`config.mk`:
```
export PLATFORM = sky130hd
export DESIGN_NAME = sorted_list_priority_queue
export DESIGN_NICKNAME = d
export VERILOG_FILES = /design/src/design/slpq_pkg.sv /design/src/design/sorted_list_priority_queue.sv /design/src/design/slpq_cell.sv
export SDC_FILE = /design/constraint.sdc
export NUM_CORES = 2
export LEC_CHECK = 0
export BUFFER_PORTS_ARGS = -buffer_cell sky130_fd_sc_hd__buf_2
export CAP_MARGIN = 20
export CORE_ASPECT_RATIO = 0.75
export CORE_MARGIN = 2
export CORE_UTILIZATION = 54
export CTS_CLUSTER_DIAMETER = 100
export DETAILED_ROUTE_END_ITERATION = 10
export PLACE_DENSITY = 0.75
export SETUP_SLACK_MARGIN = 0.1
export SLEW_MARGIN = 20
export SYNTH_ARGS = -nofsm -noshare
export SYNTH_HDL_FRONTEND = slang
export SYNTH_SLANG_ARGS = --single-unit
```
`constraint.sdc`:
```
create_clock -name i_clk -period 16.48 [get_ports i_clk]
set_clock_uncertainty 0.1 [all_clocks]
set_input_delay 1.648 -clock i_clk [delete_from_list [all_inputs] [get_ports i_clk]]
set_output_delay 1.648 -clock i_clk [all_outputs]
set_load 0.01 [all_outputs]
```
`src/design/slpq_pkg.sv`:
```
// Shared constants and types for the sorted-list priority queue.
// No dependencies; used by slpq_cell and sorted_list_priority_queue.
package slpq_pkg;

    localparam int DATA_W        = 32;
    localparam int OCC_W         = 5;
    localparam int DEFAULT_DEPTH = 16;

    // request codes
    localparam logic REQ_INSERT = 1'b0;
    localparam logic REQ_POP    = 1'b1;

    // broadcast from the top level to every cell in the chain
    typedef struct packed {
        logic                     insert;
        logic                     pop;
        logic signed [DATA_W-1:0] value;
    } t_cell_ctrl;

endpackage

```
`src/design/sorted_list_priority_queue.sv`:
```
// Top level of the sorted-list priority queue: chain of slpq_cell
// instances, entry counter and output register.
// Depends on slpq_pkg and slpq_cell.
//
//  channel  | valid   | ready   | payload
//  ---------+---------+---------+-------------------------------------------
//  request  | i_valid | o_ready | i_req_type, i_value_in
//  result   | o_valid | i_ready | o_value_out, o_found, o_rejected,
//           |         |         | o_occupancy
//
// One request per cycle while the output register is free: every cell
// compares against the broadcast value and shifts by one place in the
// same cycle. The result appears in the cycle after acceptance and
// waits in the output register; a new request is taken whenever that
// register is empty or is being drained. Synchronous reset empties the
// queue (count only; entry contents stay undefined).
module sorted_list_priority_queue #(
    parameter int DEPTH = slpq_pkg::DEFAULT_DEPTH
) (
    input  logic                               i_clk,
    input  logic                               i_rst_n,
    input  logic                               i_valid,
    output logic                               o_ready,
    input  logic                               i_req_type,
    input  logic signed [slpq_pkg::DATA_W-1:0] i_value_in,
    output logic                               o_valid,
    input  logic                               i_ready,
    output logic signed [slpq_pkg::DATA_W-1:0] o_value_out,
    output logic                               o_found,
    output logic                               o_rejected,
    output logic [slpq_pkg::OCC_W-1:0]         o_occupancy
);

    localparam int COUNT_W = $clog2(DEPTH + 1);
    localparam logic [COUNT_W-1:0] FULL_COUNT = COUNT_W'(DEPTH);

    logic [COUNT_W-1:0] r_count;
    logic [COUNT_W-1:0] n_count;

    logic                               r_out_valid;
    logic signed [slpq_pkg::DATA_W-1:0] r_value_out;
    logic                               r_found;
    logic                               r_rejected;
    logic [slpq_pkg::OCC_W-1:0]         r_occupancy;

    logic accept;
    logic full;
    logic empty;
    logic do_insert;
    logic do_pop;

    slpq_pkg::t_cell_ctrl ctrl;

    logic                               cell_gt    [DEPTH];
    logic signed [slpq_pkg::DATA_W-1:0] cell_value [DEPTH];

    // request decode
    assign o_ready   = !r_out_valid || i_ready;
    assign accept    = i_valid && o_ready;
    assign full      = (r_count == FULL_COUNT);
    assign empty     = (r_count == '0);
    assign do_insert = accept && (i_req_type == slpq_pkg::REQ_INSERT) && !full;
    assign do_pop    = accept && (i_req_type == slpq_pkg::REQ_POP) && !empty;

    assign ctrl.insert = do_insert;
    assign ctrl.pop    = do_pop;
    assign ctrl.value  = i_value_in;

    // cell chain, head at index 0
    for (genvar gi = 0; gi < DEPTH; gi++) begin : g_cell
        localparam logic [COUNT_W-1:0] IDX = COUNT_W'(gi);
        logic                               prev_gt;
        logic signed [slpq_pkg::DATA_W-1:0] prev_value;
        logic signed [slpq_pkg::DATA_W-1:0] next_value;

        if (gi == 0) begin : g_head
            assign prev_gt    = 1'b0;
            assign prev_value = i_value_in;
        end else begin : g_body
            assign prev_gt    = cell_gt[gi-1];
            assign prev_value = cell_value[gi-1];
        end

        if (gi == DEPTH - 1) begin : g_tail
            assign next_value = cell_value[gi];
        end else begin : g_inner
            assign next_value = cell_value[gi+1];
        end

        slpq_cell u_cell (
            .i_clk        (i_clk),
            .i_ctrl       (ctrl),
            .i_occupied   (r_count > IDX),
            .i_prev_gt    (prev_gt),
            .i_prev_value (prev_value),
            .i_next_value (next_value),
            .o_gt         (cell_gt[gi]),
            .o_value      (cell_value[gi])
        );
    end

    // entry count
    always_comb begin
        n_count = r_count;
        if (do_insert) begin
            n_count = r_count + COUNT_W'(1);
        end else if (do_pop) begin
            n_count = r_count - COUNT_W'(1);
        end
    end

    always_ff @(posedge i_clk) begin
        if (!i_rst_n) begin
            r_count <= '0;
        end else begin
            r_count <= n_count;
        end
    end

    // result register
    always_ff @(posedge i_clk) begin
        if (!i_rst_n) begin
            r_out_valid <= 1'b0;
        end else if (accept) begin
            r_out_valid <= 1'b1;
        end else if (i_ready) begin
            r_out_valid <= 1'b0;
        end
    end

    always_ff @(posedge i_clk) begin
        if (accept) begin
            r_value_out <= do_pop ? cell_value[0] : '0;
            r_found     <= do_pop;
            r_rejected  <= (i_req_type == slpq_pkg::REQ_INSERT) && full;
            r_occupancy <= slpq_pkg::OCC_W'(n_count);
        end
    end

    assign o_valid     = r_out_valid;
    assign o_value_out = r_value_out;
    assign o_found     = r_found;
    assign o_rejected  = r_rejected;
    assign o_occupancy = r_occupancy;

endmodule

```
`src/design/slpq_cell.sv`:
```
// One storage cell of the sorted chain: holds a single entry.
// Depends on slpq_pkg (DATA_W, t_cell_ctrl).
module slpq_cell (
    input  logic                              i_clk,
    input  slpq_pkg::t_cell_ctrl              i_ctrl,
    input  logic                              i_occupied,
    input  logic                              i_prev_gt,
    input  logic signed [slpq_pkg::DATA_W-1:0] i_prev_value,
    input  logic signed [slpq_pkg::DATA_W-1:0] i_next_value,
    output logic                              o_gt,
    output logic signed [slpq_pkg::DATA_W-1:0] o_value
);

    logic signed [slpq_pkg::DATA_W-1:0] r_value;
    logic signed [slpq_pkg::DATA_W-1:0] n_value;

    // empty cells count as larger than any value, so the insert slot is
    // the first cell that is greater or empty
    assign o_gt    = !i_occupied || (r_value > i_ctrl.value);
    assign o_value = r_value;

    // insert: take the new value at the boundary, shift up above it
    // pop: shift down one place toward the head
    always_comb begin
        n_value = r_value;
        if (i_ctrl.insert && o_gt) begin
            n_value = i_prev_gt ? i_prev_value : i_ctrl.value;
        end else if (i_ctrl.pop) begin
            n_value = i_next_value;
        end
    end

    always_ff @(posedge i_clk) begin
        r_value <= n_value;
    end

endmodule
```
==> flow_summary.json <==
{
  "worstHoldPathCells": 2,
  "clk_pin_slew_ns": 0.06,
  "post-cts-setup-buffer-count": 0,
  "vias": 30700,
  "p_leak_uw": 0.0183,
  "holdBufCountCts": 0,
  "cts_buffers": 58,
  "synth_nets": 4315,
  "seq_area_um2": 16700,
  "timing.critical_path.mode_cell": "buf_4",
  "drc_errors": 0,
  "critical_path_class": "in -> reg",
  "ys_seq_area_share_pct": 41.7,
  "power_uw": 4440,
  "synth_ff_type": "edfxtp_1",
  "ir_worst_vdd_mv": 0.0749,
  "rsz0062_at_grt": "no",
  "max_slew_margin_pct": 24.5,
  "synth-seq-cells": 557,
  "dieWidth_um": 318,
  "track_usage_pct": 28.0,
  "ys.warnings.count": 0,
  "fin_ws_ns": 10.49,
  "cts_root_buffer": "clkbuf_16",
  "vias_per_cell": 6.43,
  "syn_inst": 3761,
  "yosysTopAreaCellShare_pct": 41.4,
  "crit_buf_inv": 6,
  "grt_pass1_wl_mm": 169,
  "hpwl_mm": 81.9,
  "setup_viol": 0,
  "p_comb_share_pct": 26.0,
  "antenna_found_initial": 3,
  "swShare_pct": 32.3,
  "intPower_uw": 3000,
  "slowest_stage": "or4_1",
  "worst-endpoint-arrival_ns": 6.18,
  "syn_area_per_cell_um2": 10.6,
  "first_pass_iters": 6,
  "grt-ovfl-total": 0,
  "cts_resized": 0,
  "slowest_delay_ns": 0.53,
  "die-height_um": 239,
  "nets": 4309,
  "die_area_um2": 76100,
  "core_um2": 73300,
  "synth_area_um2": 39900,
  "start_kind": "primary input",
  "multiInputGateArea_um2": 22100,
  "first_iter_violations": 3631,
  "power_frac_clock_pct": 29.1,
  "cts.htree.levels": 2,
  "antenna_left": 0,
  "layout_common_cells": "551 x edfxtp_1, 517 x ha_1, 381 x a21oi_1",
  "gp_routability_congestion": 0.939,
  "ios": 78,
  "rr_endpoint": "o_occupancy[1]$_DFFE_PP_",
  "port_buffers": 77,
  "required_ns": 16.66,
  "grt_pass1_vias": 29100,
  "clock_latency_ns": 0.64,
  "syn2layout_area_growth_pct": 7.68,
  "hp-start": "o_valid$_SDFFE_PN0P_",
  "slew_violations": 0,
  "fmax_mhz": 167,
  "fin_crit_sh_pct": 36.4,
  "reg2reg_depth": 10,
  "synthArstFlopShare_pct": 0,
  "critPathMaxFanout": 33,
  "grt_start_max_net_pins": 96,
  "cts_tree": "built",
  "cap_violations": 0,
  "rows": 86,
  "place_ws_ns": 9.89,
  "synth_edf_count": 551,
  "synth_cell_types": 83,
  "final_common_cell": "edfxtp_1",
  "power_frac_seq_pct": 44.9,
  "yosysTopAreaCell": "edfxtp_1",
  "start_util_pct": 54.5,
  "drive_gt1_share_pct": 12.2,
  "min_path_type": "reg -> reg",
  "critical-path-top-delay-family": "buffers and inverters",
  "path_cells": "buf_2, inv_1, buf_4, ha_1, nand4_1, or4_1, a21o_1, o211ai_1, a31oi_1, o21ai_4, buf_4, and2_2, buf_4, nand2b_1, buf_4",
  "worst_slew_pin_slew_ns": 1.13,
  "hold_end": "o_valid$_SDFFE_PN0P_",
  "fillerInstances": 5931,
  "finalWirelength_mm": 109,
  "yosys-top-cells-area": "edfxtp_1 41%, ha_1 16%, mux2i_1 7.4%",
  "final.min_clock_period_ns": 5.99,
  "reg2reg_from": "r_count[0]$_SDFF_PN0_",
  "p_per_area_nw_per_um2": 103,
  "switchingPower_uw": 1440,
  "crit_path_end_kind": "flip-flop",
  "setup-tns-final_ns": 0,
  "r2r_slack_ns": 11.43,
  "cts_sinks": 557,
  "routedWlPerCell_um": 22.8,
  "outcome": "completed",
  "cts_buffer_depth": 3,
  "finalHoldViolCount": 0
}
[cell families after synthesis]
| family | synth area share (%) |
|---|---|
| adders and majority gates | 16.2 |
| muxes | 13.2 |
| buffers and inverters | 3.32 |
| AOI/OAI and AO/OA | 15.9 |
| and+or+nand+nor | 9.55 |
| DFF | 41.7 |
| xor gates and xnor gates | 0.0658 |
[Yosys cell counts, types with 33 or more instances]
cell      count
edfxtp_1    551
ha_1        517
a21oi_1     382
nand2_1     382
o21ai_0     377
mux2i_1     295
nor2_1      141
mux2_2      139
clkbuf_1    134
nand4_1     102
inv_1        70
a31oi_1      61
a21o_1       55
mux2_4       48
buf_2        41
nand3_1      40
and2_1       39
o21ai_1      38
a22o_1       33
[routing by layer]
| metal | wire length [um] | track usage, % | up-vias |
|---|---|---|---|
| li1 | - | - | 14400 |
| met1 | 49300 | 41.4 | 14600 |
| met2 | 46400 | 42.9 | 1482 |
| met3 | 9670 | 3.41 | 199 |
| met4 | 3420 | 9.08 | 0 |
| met5 | 0 | 0 | - |
[worst register-to-register path: cells and delay by family (launching register included)]
family                     cells  cell delay, ns
adders and majority gates      1            0.21
AOI/OAI and AO/OA              2            0.62
buffers and inverters          3            1.57
and+or+nand+nor                4            1.81
DFF                            1            0.45
[per-stage QoR]
| step | hold WS (ns) | instances | cell area [um2] | utilization (%) |
|---|---|---|---|---|
| 4_1_cts | 0.455 | 4767 | 43000 | 58.6 |
| 3_3_place_gp | 0.416 | 4662 | 41200 | 56.2 |
| 6_report | 0.450 | 4769 | 43000 | 58.7 |
| 3_5_place_dp | 0.447 | 4662 | 41200 | 56.2 |
| 2_1_floorplan | 0.439 | 3761 | 39900 | - |
| 5_1_grt | 0.492 | 4769 | 43000 | 58.7 |
[worst max path at each step]
| stage | from | endpoint | slack [ns] | cells past startpoint |
|---|---|---|---|---|
| after global placement | i_value_in[15] | g_cell[1].u_cell.o_value[4]$_DFFE_PP_ | 9.99 | 15 |
| final | i_value_in[15] | g_cell[1].u_cell.o_value[7]$_DFFE_PP_ | 10.49 | 15 |
| after CTS | i_value_in[15] | g_cell[1].u_cell.o_value[17]$_DFFE_PP_ | 10.58 | 15 |
| after global routing | i_value_in[29] | g_cell[9].u_cell.o_value[15]$_DFFE_PP_ | 10.27 | 14 |
| after floorplan | i_value_in[10] | g_cell[0].u_cell.o_value[0]$_DFFE_PP_ | 10.02 | 10 |
| after detailed placement | i_value_in[15] | g_cell[1].u_cell.o_value[6]$_DFFE_PP_ | 9.89 | 15 |
[state kept, by name (all words and copies together) (netlist names)]
register,cells
o_occupancy,5
g_cell.u_cell.o_value,512
o_found,1
o_rejected,1
o_value_out,32
r_count,5
o_valid,1
[power groups by stage]
stage                     Combinational [uW]  Clock [uW]  Sequential, uW
final                                   1160        1290            1990
after global routing                    1280        1350            2010
after CTS                               1140        1300            1980
after detailed placement                1130           0            2010
after global placement                  1090           0            2010
after floorplan                          844           0            1940
[area by class of cell]
class                           instances  area share (%)
Multi-Input combinational cell       2917            51.4
Sequential cell                       557            38.8
Clock buffer                           78            3.70
Tap cell                              968            2.82
Timing Repair Buffer                  151            2.24
Inverter                               70           0.611
Clock inverter                         27           0.463
Antenna cell                            1         0.00582
Power figures use the tool's default switching activity.
